File: config.mk
export PLATFORM = sky130hd
export DESIGN_NAME = base64_decoder
export DESIGN_NICKNAME = d
export VERILOG_FILES = /design/src/design/b64d_pkg.sv /design/src/design/b64d_front.sv /design/src/design/b64d_queue.sv /design/src/design/b64d_back.sv /design/src/design/base64_decoder.sv
export SDC_FILE = /design/constraint.sdc
export NUM_CORES = 1
export LEC_CHECK = 0
export ABC_AREA = 0
export BUFFER_PORTS_ARGS = -buffer_cell sky130_fd_sc_hd__buf_2
export CAP_MARGIN = 20
export CORE_MARGIN = 10
export CORE_UTILIZATION = 58
export CTS_BUF_LIST = sky130_fd_sc_hd__clkbuf_8
export DETAILED_ROUTE_END_ITERATION = 10
export PLACE_DENSITY = 0.8
export REMOVE_ABC_BUFFERS = 1
export SLEW_MARGIN = 20
export SYNTH_ARGS = -nofsm -noshare
export SYNTH_HDL_FRONTEND = slang
export SYNTH_SLANG_ARGS = --single-unit
File: constraint.sdc
create_clock -name clk -period 3 [get_ports clk]
set_input_delay 0.6 -clock clk [delete_from_list [all_inputs] [get_ports clk]]
set_output_delay 0.6 -clock clk [all_outputs]
set_load 0.005 [all_outputs]
File: src/design/b64d_pkg.sv
// Package with the item types, group type and character mapping of the base64 decoder.
`timescale 1ns / 1ps

package b64d_pkg;

    localparam logic [6:0] PAD_CODE = 7'd64;

    typedef struct packed {
        logic [7:0] in_char;
        logic       final_char;
    } in_item_t;

    typedef struct packed {
        logic [7:0] out_byte;
        logic       last_of_group;
    } out_item_t;

    // One closed group: its three candidate bytes and how many of them are emitted (1..3).
    typedef struct packed {
        logic [7:0] byte0;
        logic [7:0] byte1;
        logic [7:0] byte2;
        logic [1:0] count;
    } group_t;

    // Maps one text character to its 6-bit code; everything outside the alphabet is pad.
    function automatic logic [6:0] char_to_code(input logic [7:0] ch);
        logic [6:0] code;
        code = PAD_CODE;
        if (ch >= 8'h41 && ch <= 8'h5A)
            code = 7'(ch - 8'd65);
        else if (ch >= 8'h61 && ch <= 8'h7A)
            code = 7'(ch - 8'd71);
        else if (ch >= 8'h30 && ch <= 8'h39)
            code = 7'(ch + 8'd4);
        else if (ch == 8'h2B)
            code = 7'd62;
        else if (ch == 8'h2F)
            code = 7'd63;
        return code;
    endfunction

endpackage

File: src/design/b64d_front.sv
// Front end of the base64 decoder: maps characters to codes and assembles closed groups.
`timescale 1ns / 1ps

module b64d_front
    import b64d_pkg::*;
(
    input  logic     clk,
    input  logic     rst_n,
    input  in_item_t in_data,
    input  logic     in_valid,
    output logic     in_ready,
    input  logic     queue_full,
    output logic     push_valid,
    output group_t   push_group
);

    logic [6:0] held_codes_reg [3];
    logic [6:0] held_codes_next [3];
    logic [1:0] codes_held_reg;
    logic [1:0] codes_held_next;
    logic [6:0] code;
    logic [6:0] c [4];
    logic       accept;
    logic       closes;
    logic [1:0] count;

    assign in_ready = !queue_full;
    assign accept   = in_valid && in_ready;
    assign code     = char_to_code(in_data.in_char);
    assign closes   = in_data.final_char || (codes_held_reg == 2'd3);

    // Codes of the group being closed; slots past the new code are pad.
    always_comb
    begin
        for (int k = 0; k < 4; k++)
        begin
            if (k < int'(codes_held_reg))
                c[k] = held_codes_reg[k];
            else if (k == int'(codes_held_reg))
                c[k] = code;
            else
                c[k] = PAD_CODE;
        end
    end

    always_comb
    begin
        if (c[0] == PAD_CODE)
            count = 2'd0;
        else if (c[2] == PAD_CODE)
            count = 2'd1;
        else if (c[3] == PAD_CODE)
            count = 2'd2;
        else
            count = 2'd3;
    end

    // Pad codes enter the byte arithmetic with their value of 64.
    assign push_group.byte0 = {c[0][5:0], 2'b00} | {5'b00000, c[1][6:4]};
    assign push_group.byte1 = {c[1][3:0], 4'b0000} | {3'b000, c[2][6:2]};
    assign push_group.byte2 = {c[2][1:0], 6'b000000} | {1'b0, c[3]};
    assign push_group.count = count;
    assign push_valid       = accept && closes && (count != 2'd0);

    always_comb
    begin
        held_codes_next = held_codes_reg;
        codes_held_next = codes_held_reg;
        if (accept)
        begin
            if (closes)
                codes_held_next = 2'd0;
            else
            begin
                held_codes_next[codes_held_reg] = code;
                codes_held_next = codes_held_reg + 2'd1;
            end
        end
    end

    always_ff @(posedge clk or negedge rst_n)
    begin
        if (!rst_n)
        begin
            codes_held_reg <= 2'd0;
            for (int k = 0; k < 3; k++)
                held_codes_reg[k] <= 7'd0;
        end
        else
        begin
            codes_held_reg <= codes_held_next;
            held_codes_reg <= held_codes_next;
        end
    end

endmodule

File: src/design/b64d_queue.sv
// Short group queue between the front end and the byte sequencer.
`timescale 1ns / 1ps

module b64d_queue
    import b64d_pkg::*;
#(
    parameter int DEPTH = 4
)
(
    input  logic   clk,
    input  logic   rst_n,
    input  logic   push_valid,
    input  group_t push_group,
    output logic   full,
    input  logic   pop,
    output logic   head_valid,
    output group_t head_group
);

    localparam int PTR_W = (DEPTH > 1) ? $clog2(DEPTH) : 1;
    localparam int CNT_W = $clog2(DEPTH + 1);

    group_t           entries_reg [DEPTH];
    logic [PTR_W-1:0] wr_ptr_reg;
    logic [PTR_W-1:0] wr_ptr_next;
    logic [PTR_W-1:0] rd_ptr_reg;
    logic [PTR_W-1:0] rd_ptr_next;
    logic [CNT_W-1:0] count_reg;
    logic [CNT_W-1:0] count_next;
    logic             do_push;
    logic             do_pop;

    assign full       = (count_reg == CNT_W'(DEPTH));
    assign head_valid = (count_reg != '0);
    assign head_group = entries_reg[rd_ptr_reg];
    assign do_push    = push_valid && !full;
    assign do_pop     = pop && head_valid;

    always_comb
    begin
        wr_ptr_next = wr_ptr_reg;
        rd_ptr_next = rd_ptr_reg;
        count_next  = count_reg;
        if (do_push)
            wr_ptr_next = (wr_ptr_reg == PTR_W'(DEPTH - 1)) ? '0 : wr_ptr_reg + PTR_W'(1);
        if (do_pop)
            rd_ptr_next = (rd_ptr_reg == PTR_W'(DEPTH - 1)) ? '0 : rd_ptr_reg + PTR_W'(1);
        if (do_push && !do_pop)
            count_next = count_reg + CNT_W'(1);
        else if (do_pop && !do_push)
            count_next = count_reg - CNT_W'(1);
    end

    always_ff @(posedge clk)
    begin
        if (do_push)
            entries_reg[wr_ptr_reg] <= push_group;
    end

    always_ff @(posedge clk or negedge rst_n)
    begin
        if (!rst_n)
        begin
            wr_ptr_reg <= '0;
            rd_ptr_reg <= '0;
            count_reg  <= '0;
        end
        else
        begin
            wr_ptr_reg <= wr_ptr_next;
            rd_ptr_reg <= rd_ptr_next;
            count_reg  <= count_next;
        end
    end

endmodule

File: src/design/b64d_back.sv
// Back end of the base64 decoder: emits the bytes of each queued group one per cycle while out_ready is high.
`timescale 1ns / 1ps

module b64d_back
    import b64d_pkg::*;
(
    input  logic      clk,
    input  logic      rst_n,
    input  logic      head_valid,
    input  group_t    head_group,
    output logic      pop,
    output out_item_t out_data,
    output logic      out_valid,
    input  logic      out_ready
);

    logic [1:0] index_reg;
    logic [1:0] index_next;
    logic       is_last;
    logic       accept;

    assign out_valid = head_valid;
    assign accept    = out_valid && out_ready;
    assign is_last   = (index_reg == head_group.count - 2'd1);
    assign pop       = accept && is_last;

    always_comb
    begin
        case (index_reg)
            2'd0:    out_data.out_byte = head_group.byte0;
            2'd1:    out_data.out_byte = head_group.byte1;
            default: out_data.out_byte = head_group.byte2;
        endcase
    end

    assign out_data.last_of_group = is_last;

    always_comb
    begin
        index_next = index_reg;
        if (accept)
            index_next = is_last ? 2'd0 : index_reg + 2'd1;
    end

    always_ff @(posedge clk or negedge rst_n)
    begin
        if (!rst_n)
            index_reg <= 2'd0;
        else
            index_reg <= index_next;
    end

endmodule

File: src/design/base64_decoder.sv
// Top level of the streaming base64 decoder.
// Throughput: one character is accepted every cycle while the group queue has room.
// A closed group is registered in the queue before its first byte is offered, behind any earlier groups.
// A group emits one byte per cycle while out_ready is high, so a three-byte group holds the single output
// lane until all three bytes are taken; the queue absorbs the difference between input and output rates.
// Reset (rst_n, asynchronous, active low) empties the queue and clears the held-code count.
`timescale 1ns / 1ps

module base64_decoder
    import b64d_pkg::*;
#(
    parameter int QUEUE_DEPTH = 4
)
(
    input  logic      clk,
    input  logic      rst_n,
    input  in_item_t  in_data,
    input  logic      in_valid,
    output logic      in_ready,
    output out_item_t out_data,
    output logic      out_valid,
    input  logic      out_ready
);

    // The front end maps each character to its code and closes a group on the fourth code or on
    // the final character. Only groups that emit at least one byte are pushed.
    logic   push_valid;
    group_t push_group;
    logic   queue_full;

    // The back end walks the head group byte by byte and pops it with its last byte.
    logic   pop;
    logic   head_valid;
    group_t head_group;

    b64d_front u_front (
        .clk        (clk),
        .rst_n      (rst_n),
        .in_data    (in_data),
        .in_valid   (in_valid),
        .in_ready   (in_ready),
        .queue_full (queue_full),
        .push_valid (push_valid),
        .push_group (push_group)
    );

    b64d_queue #(
        .DEPTH (QUEUE_DEPTH)
    ) u_queue (
        .clk        (clk),
        .rst_n      (rst_n),
        .push_valid (push_valid),
        .push_group (push_group),
        .full       (queue_full),
        .pop        (pop),
        .head_valid (head_valid),
        .head_group (head_group)
    );

    b64d_back u_back (
        .clk        (clk),
        .rst_n      (rst_n),
        .head_valid (head_valid),
        .head_group (head_group),
        .pop        (pop),
        .out_data   (out_data),
        .out_valid  (out_valid),
        .out_ready  (out_ready)
    );

endmodule

Word level (Yosys, flattened, before mapping)
Memory sizes are Yosys's and may differ from the RTL's.
Cells that the tools add are included.
Widths: inputs -> output; s select.

storage, ports and cells
  register bits after elaboration = 32
  bits in writable memories = 104
  bits of input ports = 13
  output and inout bits = 11
  word-level logic and storage cells = 99
  memories = 1

operators by class
  add/sub/neg operators = 10
  $lt $le $gt $ge = 11
  equality and inequality tests = 14
  muxes and demuxes = 27
  bitwise operators = 5
  reduce and logical (&&, ||, !) cells = 23

memory list
  name                 words  width  read ports  clocked after Yosys merged registers in  write ports  line              text
  u_queue.entries_reg  4      26     1           0                                        1            b64d_queue.sv:23  group_t entries_reg [DEPTH];

operator list
  operator             number
  $mux 7               13
  $bwmux 21            1
  $eq 7x7->1 const B   3
  $eq 8x6->1 const B   2
  $ge 8x7->1 const B   2
  $le 8x7->1 const B   2
  $pmux 8 s2           1
  $demux 7 s2          1
  $sub 7x7->7 const B  2
  $logic_and 1x1->1    13
  $mux 2               6
  $add 2x1->2 const B  4
  $ge 8x6->1 const B   1
  $le 8x6->1 const B   1
  $or 8x3->8           1
  $or 8x5->8           1
  $or 8x7->8           1
  $add 7x3->7 const B  1
  $eq 2x2->1 const B   3
  $mux 3               2
  $eq 2x2->1 const A   2
  $logic_not 2->1      2
  $lt 1x2->1 const A   2
  $reduce_bool 2->1    2
  other kinds (17)     21

Logic depth before layout (Yosys ltp)
Gate-level depths: netlist (run 1).

  depth after elaboration = 18
  mapped depth = 16

By module
A second synthesis (run 1) with hierarchy kept.

unflattened totals
  cells, all modules = 459
  area, all modules = 6550.0 µm²

modules (own cells, without submodules)
  module      times used  cells each  area an instance (µm²)
  b64d_queue  1           173         4264.1
  b64d_front  1           236         1948.1
  b64d_back   1           50          337.8

Worst setup path before layout (run 1)
OpenSTA, ideal clock, no wires.

  kind = input-to-reg
  start point = input port in_data[3] (netlist bit)
  end point = register u_queue.count_reg[1]
  arrival time = 3455 ps
  required time = 2875 ps
  setup slack = -580 ps
  stages = 14
  buffers on the path = 2
  cells stage by stage = buf_2 -> inv_2 -> ha_1 -> nor2_1 -> or3_1 -> clkbuf_1 -> o31a_1 -> o21ai_1 -> or4_4 -> o21a_4 -> ha_1 -> inv_1 -> fa_1 -> mux2_2

RTL lines
  element                                                             line                                text
  start: declaration                                                  base64_decoder.sv:17                input in_item_t in_data,
  parallel branches: the longest is 5 deep, another holds $ge 8x6->1  n/a
  $mux 7 *                                                            b64d_pkg.sv:30                      if (ch >= 8'h41 && ch <= 8'h5A)
  $mux 7                                                              b64d_front.sv:39                    else if (k == int'(codes_held_reg))
  $eq 7x7->1 or $mux 7 (tied branches)                                b64d_front.sv:52, b64d_front.sv:37
  $mux 1 or $eq 7x7->1 (tied branches)                                b64d_front.sv:52, b64d_front.sv:50
  $mux 2                                                              b64d_front.sv:50                    else if (c[2] == PAD_CODE)
  $mux 2 *                                                            b64d_front.sv:48                    if (c[0] == PAD_CODE)
  $reduce_bool 2->1 *                                                 b64d_front.sv:63                    assign push_valid = accept && closes && (count != 2'd0);
  $logic_and 1x1->1 *                                                 b64d_front.sv:63
  $logic_and 1x1->1 *                                                 b64d_queue.sv:36                    assign do_push = push_valid && !full;
  via u_queue.do_push                                                 b64d_queue.sv:30                    logic do_push;
  $logic_and 1x1->1 *                                                 b64d_queue.sv:48                    if (do_push && !do_pop)
  $mux 3 *                                                            b64d_queue.sv:48
  via u_queue.count_next[1]                                           b64d_queue.sv:29                    logic [CNT_W-1:0] count_next;
  end signal: assignment                                              b64d_queue.sv:72                    count_reg <= count_next;
  end: declaration                                                    b64d_queue.sv:28                    logic [CNT_W-1:0] count_reg;

Mark *: on every way through the listed nets, which the timed path passes.
A chain may end at the register's enable or synchronous reset.

Worst setup path in the final report (run 1)
  start point = input port in_data[2] (netlist bit)
  end point = register u_queue.count_reg[1]

The elaborated chain is that of the path after synthesis.

==> flow_summary_export.csv, run 1 <==
group,metric,value,unit
clock_tree,cts-root-buf,"clkbuf_8",
critical_path,crit_buf_inv,3,
placement,hpwl,8730,um
floorplan,chipHeight,125,um
critical_path,cpMostUsedCell,"ha_4",
critical_path,worstPathMaxFanout,4,
final_layout,layout_commonest_cell,"edfxtp_1",
global_route,grt_busiest_layer,"met2",
critical_path,cp.required,3310,ps
global_route,grt_util_met3,4.21,%
synth,synth_top_flop_cell,"edfxtp_1",
synth,ys_async_sr_fraction,23.5,%
placement,placed_cell_area,7000,um^2
sta,fin_crit,3030,ps
clock_tree,ctsHoldBuffers,0,
sta,tns,-34.7,ps
critical_path,reg2reg_slack,110,ps
sta,rsz0062_at_grt,"true",
global_route,grt_util_all_layers,16.6,%
final_layout,diodes,0,
sta,slew_viol_final,0,
synth,synthCells,428,
synth,synth_edf_count,104,
critical_path,path_depth,13,
power,powerDensity,875,nW/um^2
final_layout,fin_nets,547,
global_route,met1_usage,18.9,%
critical_path,regToRegEndpoint,"u_queue.count_reg[1]",
sta,fmax,330,MHz
critical_path,crit_end,"u_queue.count_reg[1]",
synth,synth.avg_cell_area,14.8,um^2
synth,ys.warnings.count,0,
global_route,grt_pass1_wl,20800,um
sta,setup_viol,1,
final_layout,largest_reg_flops,104,
placement,io_buffers,23,
routing,dr.pass1.iters,6,
status,violations,"negative setup slack",
power,combPwrFrac,39.1,%
clock_tree,clockBufferDepth,2,
routing,routed_wl,12800,um
final_layout,final_area,7570,um^2
power,p_sw_share,32.9,%
sta,tightest_slew,738,ps
synth,netlist-cell-type-count,61,
floorplan,fp.dieW,125,um
critical_path,cp-end-kind,"flop",
routing,drtIter0Drc,369,
floorplan,rows,38,
critical_path,critPathTopFamily,"simple AND/OR/NAND/NOR gates",
critical_path,start_kind,"input port",
global_route,grt_max_degree,33,
critical_path,r2r_cells,11,
sta,fin_crit_sh,101,%
clock_tree,htreeDepth,4,
clock_tree,cts.sinks,136,
global_route,grt_pass1_vias,4118,
global_route,use_met2,29.0,%
power,seqPwrFrac,42.0,%
power,peakVddDrop,0.000400,V
critical_path,cp-startpoint,"in_data[2]",
floorplan,ios,24,
clock_tree,clock_latency,420,ps
global_route,antenna_found_initial,0,
synth,ys_ff_latch,136,
final_layout,most-common-layout-cells,"edfxtp_1 (104), buf_4 (58), dfrtp_1 (31)",
power,p_leak,2.92,nW
placement,place.gp.congestion,0.929,
sta,slew_headroom,50.8,%
sta,hold_viol_final,0,
sta,finClkSkew,7.18,ps
routing,via_count,3953,
critical_path,cp_data_arrival_time,3350,ps
final_layout,drive_gt1_share,34.8,%
clock_tree,cts_buffers,17,
synth,netlist_area,6330,um^2
floorplan,initial_utilization,59.0,%
critical_path,timing.rr.start,"u_front.codes_held_reg[0]",
global_route,overflow,0,
critical_path,worstSetupPathType,"in -> reg",
floorplan,fp.dieArea,15500,um^2
critical_path,crit_chain,"buf_8 -> inv_8 -> ha_4 -> and4bb_2 -> a311oi_4 -> and3b_1 -> o22a_1 -> or4_4 -> o21a_4 -> ha_4 -> inv_2 -> fa_1 -> mux2_4",
clock_tree,cts_tree,"done",
power,power.internal,4.44,mW
min_path,holdCritPathClass,"in -> async",
power,p_switching,2.18,mW
clock_tree,path_clk_slew,70,ps
final_layout,syn2layout_area_growth,19.5,%
critical_path,slowest_stage,"or4_4",
status,status,"finished, violations left",
critical_path,cpPeakStageDelay,540,ps
routing,avgRoutedWirePerCell,19.3,um
routing,vias_per_cell,5.94,
synth,yosysSeqAreaShare,61.9,%
floorplan,coreArea,10700,um^2
routing,ant_nets,0,
power,clkPwrFrac,18.9,%
sta,setup_ws,-34.7,ps
flow_run,max-cap-violations,0,
routing,drc,0,
synth_stat cells (all sizes together), types with 3 or more instances:
cell    number  area (um^2)
inv         23         86.3
nor2        17         63.8
mux4        26          586
a22oi       12         95.1
nand2       26         97.6
a21oi        7         35.0
o21ai       24          120
and2         9         56.3
or3          3         18.8
nand2b       5         31.3
clkbuf      11         41.3
nor4         3         18.8
nor2b        6         37.5
edfxtp     104         3120
a31oi        3         18.8
a22o        12          105
dfrtp       32          801
xor2         3         26.3
mux2        15          176
xnor2        5         43.8
buf         10         58.8
nor3         4         20.0
ha          20          250
nand3        5         25.0
a21o         5         37.5
area by class of cell:
type / count / area [um^2]
Tap cell: 140 / 175
Sequential cell: 136 / 3930
Multi-Input combinational cell: 248 / 2340
Clock inverter: 12 / 61.3
Clock buffer: 20 / 275
Inverter: 23 / 98.8
Fill cell: 705 / 3180
Timing Repair Buffer: 87 / 689
routing by layer:
layer,routed length (um),up-vias,share of wire [%]
li1,-,1813,-
met1,5090,1981,40
met2,6780,133,53
met3,664,26,5.2
met4,307,0,2.4
met5,0,-,0
kinds of logic (layout without fill, tap and decap cells):
logic type	after synthesis	count (layout)	synth area share [%]
AO/OA/AOI/OAI	87	87	9.99
XOR/XNOR	8	8	1.11
adder cells (fa/ha/maj)	21	21	4.27
buffers and inverters	44	142	2.94
flip-flops	136	136	61.9
multiplexers	43	43	12.3
AND/OR/NAND/NOR	89	89	7.41
how the worst min path moves through the flow:
stage                                     from                          to  slack (ps)  depth (start not counted)
detailed placement         u_back.index_reg[1]         u_back.index_reg[1]         470                          2
finish                                   rst_n       u_queue.wr_ptr_reg[0]         230                          1
floorplan                                rst_n         u_back.index_reg[0]         300                          0
global route                             rst_n       u_queue.wr_ptr_reg[0]         250                          1
global placement    u_front.held_codes_reg[20]  u_front.held_codes_reg[20]         460                          2
CTS                                      rst_n       u_queue.rd_ptr_reg[1]         230                          1
power groups by stage:
stage | combinational, mW | clock [mW] | sequential, mW
finish | 2.59 | 1.25 | 2.78
floorplan | 1.48 | 0 | 2.87
detailed placement | 2.48 | 0 | 2.81
CTS | 2.58 | 1.27 | 2.78
global route | 2.84 | 1.36 | 2.82
global placement | 2.39 | 0 | 2.78
per-stage QoR:
| stage | setup slack (ps) | utilization [%] | hold WS [ps] | total power [mW] | instances |
|---|---|---|---|---|---|
| 3_5_place_dp | -637 | 65.1 | 470 | 5.29 | 626 |
| 4_1_cts | 9.70 | 69.7 | 228 | 6.63 | 663 |
| 3_3_place_gp | -489 | 65.1 | 459 | 5.17 | 626 |
| 5_1_grt | -58.6 | 70.4 | 251 | 7.01 | 666 |
| 2_1_floorplan | -511 | - | 304 | 4.34 | 407 |
| 6_report | -34.7 | 70.4 | 232 | 6.62 | 666 |
repair_timing:
item	4_1_cts	5_1_grt
pin swaps	11	12
setup endpoints to repair	7	6
buffers inserted	5	3
resized for setup	31	15
Note: power is estimated with default switching activity, not from simulation.
==> run 2: changes to the inputs <==
--- a/config.mk
+++ b/config.mk
@@ -14,6 +14,7 @@
 export DETAILED_ROUTE_END_ITERATION = 10
 export PLACE_DENSITY = 0.8
 export REMOVE_ABC_BUFFERS = 1
+export SKIP_CTS_REPAIR_TIMING = 1
 export SLEW_MARGIN = 20
 export SYNTH_ARGS = -nofsm -noshare
 export SYNTH_HDL_FRONTEND = slang
==> flow_summary_export.csv, run 2 (synthesized netlist as in run 1, its figures left out) <==
group,metric,value,unit
critical_path,cp.required,3320,ps
final_layout,syn2layout_area_growth,19.8,%
floorplan,chipHeight,125,um
critical_path,cp_data_arrival_time,3380,ps
placement,hpwl,8730,um
critical_path,worstPathMaxFanout,4,
global_route,grt_max_degree,33,
sta,fin_crit,3060,ps
routing,routed_wl,12900,um
routing,dr.pass1.iters,5,
routing,drc,0,
critical_path,timing.rr.start,"u_front.codes_held_reg[0]",
floorplan,ios,24,
power,p_sw_share,33.0,%
floorplan,rows,38,
sta,setup_ws,-61.3,ps
sta,fmax,327,MHz
global_route,overflow,0,
flow_run,max-cap-violations,0,
clock_tree,cts.sinks,136,
final_layout,largest_reg_flops,104,
clock_tree,cts-root-buf,"clkbuf_8",
placement,io_buffers,23,
global_route,grt_pass1_vias,4072,
clock_tree,cts_buffers,17,
critical_path,regToRegEndpoint,"u_queue.count_reg[1]",
routing,avgRoutedWirePerCell,19.5,um
critical_path,cpPeakStageDelay,560,ps
clock_tree,path_clk_slew,70,ps
clock_tree,htreeDepth,4,
status,violations,"negative setup slack",
sta,setup_viol,1,
routing,via_count,3945,
sta,finClkSkew,7.03,ps
power,power.internal,4.45,mW
critical_path,r2r_cells,10,
floorplan,initial_utilization,59.0,%
final_layout,drive_gt1_share,35.3,%
final_layout,diodes,0,
sta,rsz0062_at_grt,"true",
power,combPwrFrac,39.2,%
global_route,grt_pass1_wl,20600,um
sta,slew_viol_final,0,
critical_path,cp-end-kind,"flop",
sta,hold_ws,229,ps
floorplan,fp.dieArea,15500,um^2
power,p_leak,2.92,nW
final_layout,layout_commonest_cell,"edfxtp_1",
sta,tightest_slew,741,ps
critical_path,crit_chain,"buf_8 -> inv_6 -> ha_4 -> and4bb_2 -> a311oi_4 -> and3b_1 -> o22a_1 -> or4_4 -> o21a_4 -> ha_4 -> inv_2 -> fa_2 -> mux2_4",
placement,dp_cells,626,
floorplan,fp.dieW,125,um
power,seqPwrFrac,41.9,%
floorplan,coreArea,10700,um^2
routing,vias_per_cell,5.94,
sta,fin_crit_sh,102,%
sta,tns,-61.3,ps
power,powerDensity,875,nW/um^2
sta,slew_headroom,50.6,%
final_layout,stdcell_count,664,
critical_path,worstSetupPathType,"in -> reg",
placement,place.gp.congestion,0.929,
global_route,antenna_found_initial,0,
clock_tree,cts_tree,"done",
critical_path,start_kind,"input port",
min_path,holdCritPathClass,"in -> async",
final_layout,most-common-layout-cells,"edfxtp_1 (104), buf_4 (55), dfrtp_1 (31)",
clock_tree,clock_latency,430,ps
status,status,"finished, violations left",
routing,drtIter0Drc,355,
power,p_switching,2.19,mW
final_layout,fin_nets,545,
critical_path,reg2reg_slack,40,ps
power,clkPwrFrac,18.9,%
global_route,grt_util_all_layers,16.3,%
sta,hold_viol_final,0,
power,peakVddDrop,0.000405,V
critical_path,cpMostUsedCell,"ha_4",
critical_path,slowest_stage,"or4_4",
routing,ant_nets,0,
clock_tree,clockBufferDepth,2,
placement,place_worst_setup_slack,-637,ps
==> run 2: how the worst max path moves through the flow <==
stage          depth (start not counted)             startpoint  slack (ps)                    to
6_report                              13             in_data[2]         -60  u_queue.count_reg[1]
5_1_grt                               13             in_data[2]        -100  u_queue.count_reg[1]
4_1_cts                               15             in_data[1]        -180  u_queue.count_reg[2]
3_5_place_dp                          15             in_data[1]        -640  u_queue.count_reg[2]
3_3_place_gp                          15             in_data[1]        -490  u_queue.count_reg[2]
2_1_floorplan                          8  u_queue.rd_ptr_reg[0]        -510  u_queue.count_reg[1]
==> run 2: critical path, delay by kind of cell <==
| kind | cells | cell delay, ps |
|---|---|---|
| simple gates | 3 | 1110 |
| fa+ha+maj | 3 | 730 |
| compound gates | 3 | 480 |
| mux | 1 | 280 |
| buf+inv | 3 | 170 |
==> run 2: metrics by stage <==
step                      utilization, %  power, mW  instance area [um^2]
after floorplan                        -       4.34                  6230
after global placement              65.1       5.17                  7000
after detailed placement            65.1       5.29                  7000
after CTS                           68.2       6.54                  7330
after global routing                70.6       7.03                  7590
final                               70.6       6.64                  7590
==> run 2: power groups by stage <==
stage / registers [mW] / logic [mW] / clock network [mW]
after CTS: 2.78 / 2.49 / 1.27
after floorplan: 2.87 / 1.48 / 0
after global routing: 2.82 / 2.86 / 1.35
final: 2.78 / 2.60 / 1.25
after global placement: 2.78 / 2.39 / 0
after detailed placement: 2.81 / 2.48 / 0
==> run 2: area by class of cell <==
type                            instances  area, um^2
Sequential cell                       136        3930
Clock inverter                         12        61.3
Tap cell                              140         175
Multi-Input combinational cell        248        2370
Timing Repair Buffer                   85         683
Fill cell                             692        3160
Inverter                               23         101
Clock buffer                           20         275
==> run 2: layer usage <==
metal | global-route usage, % | vias up | wire [um]
met5 | 0 | - | 0
met4 | 6.24 | 0 | 249
met3 | 4.13 | 19 | 683
met2 | 28.4 | 121 | 6870
met1 | 18.9 | 1993 | 5140
li1 | - | 1812 | -
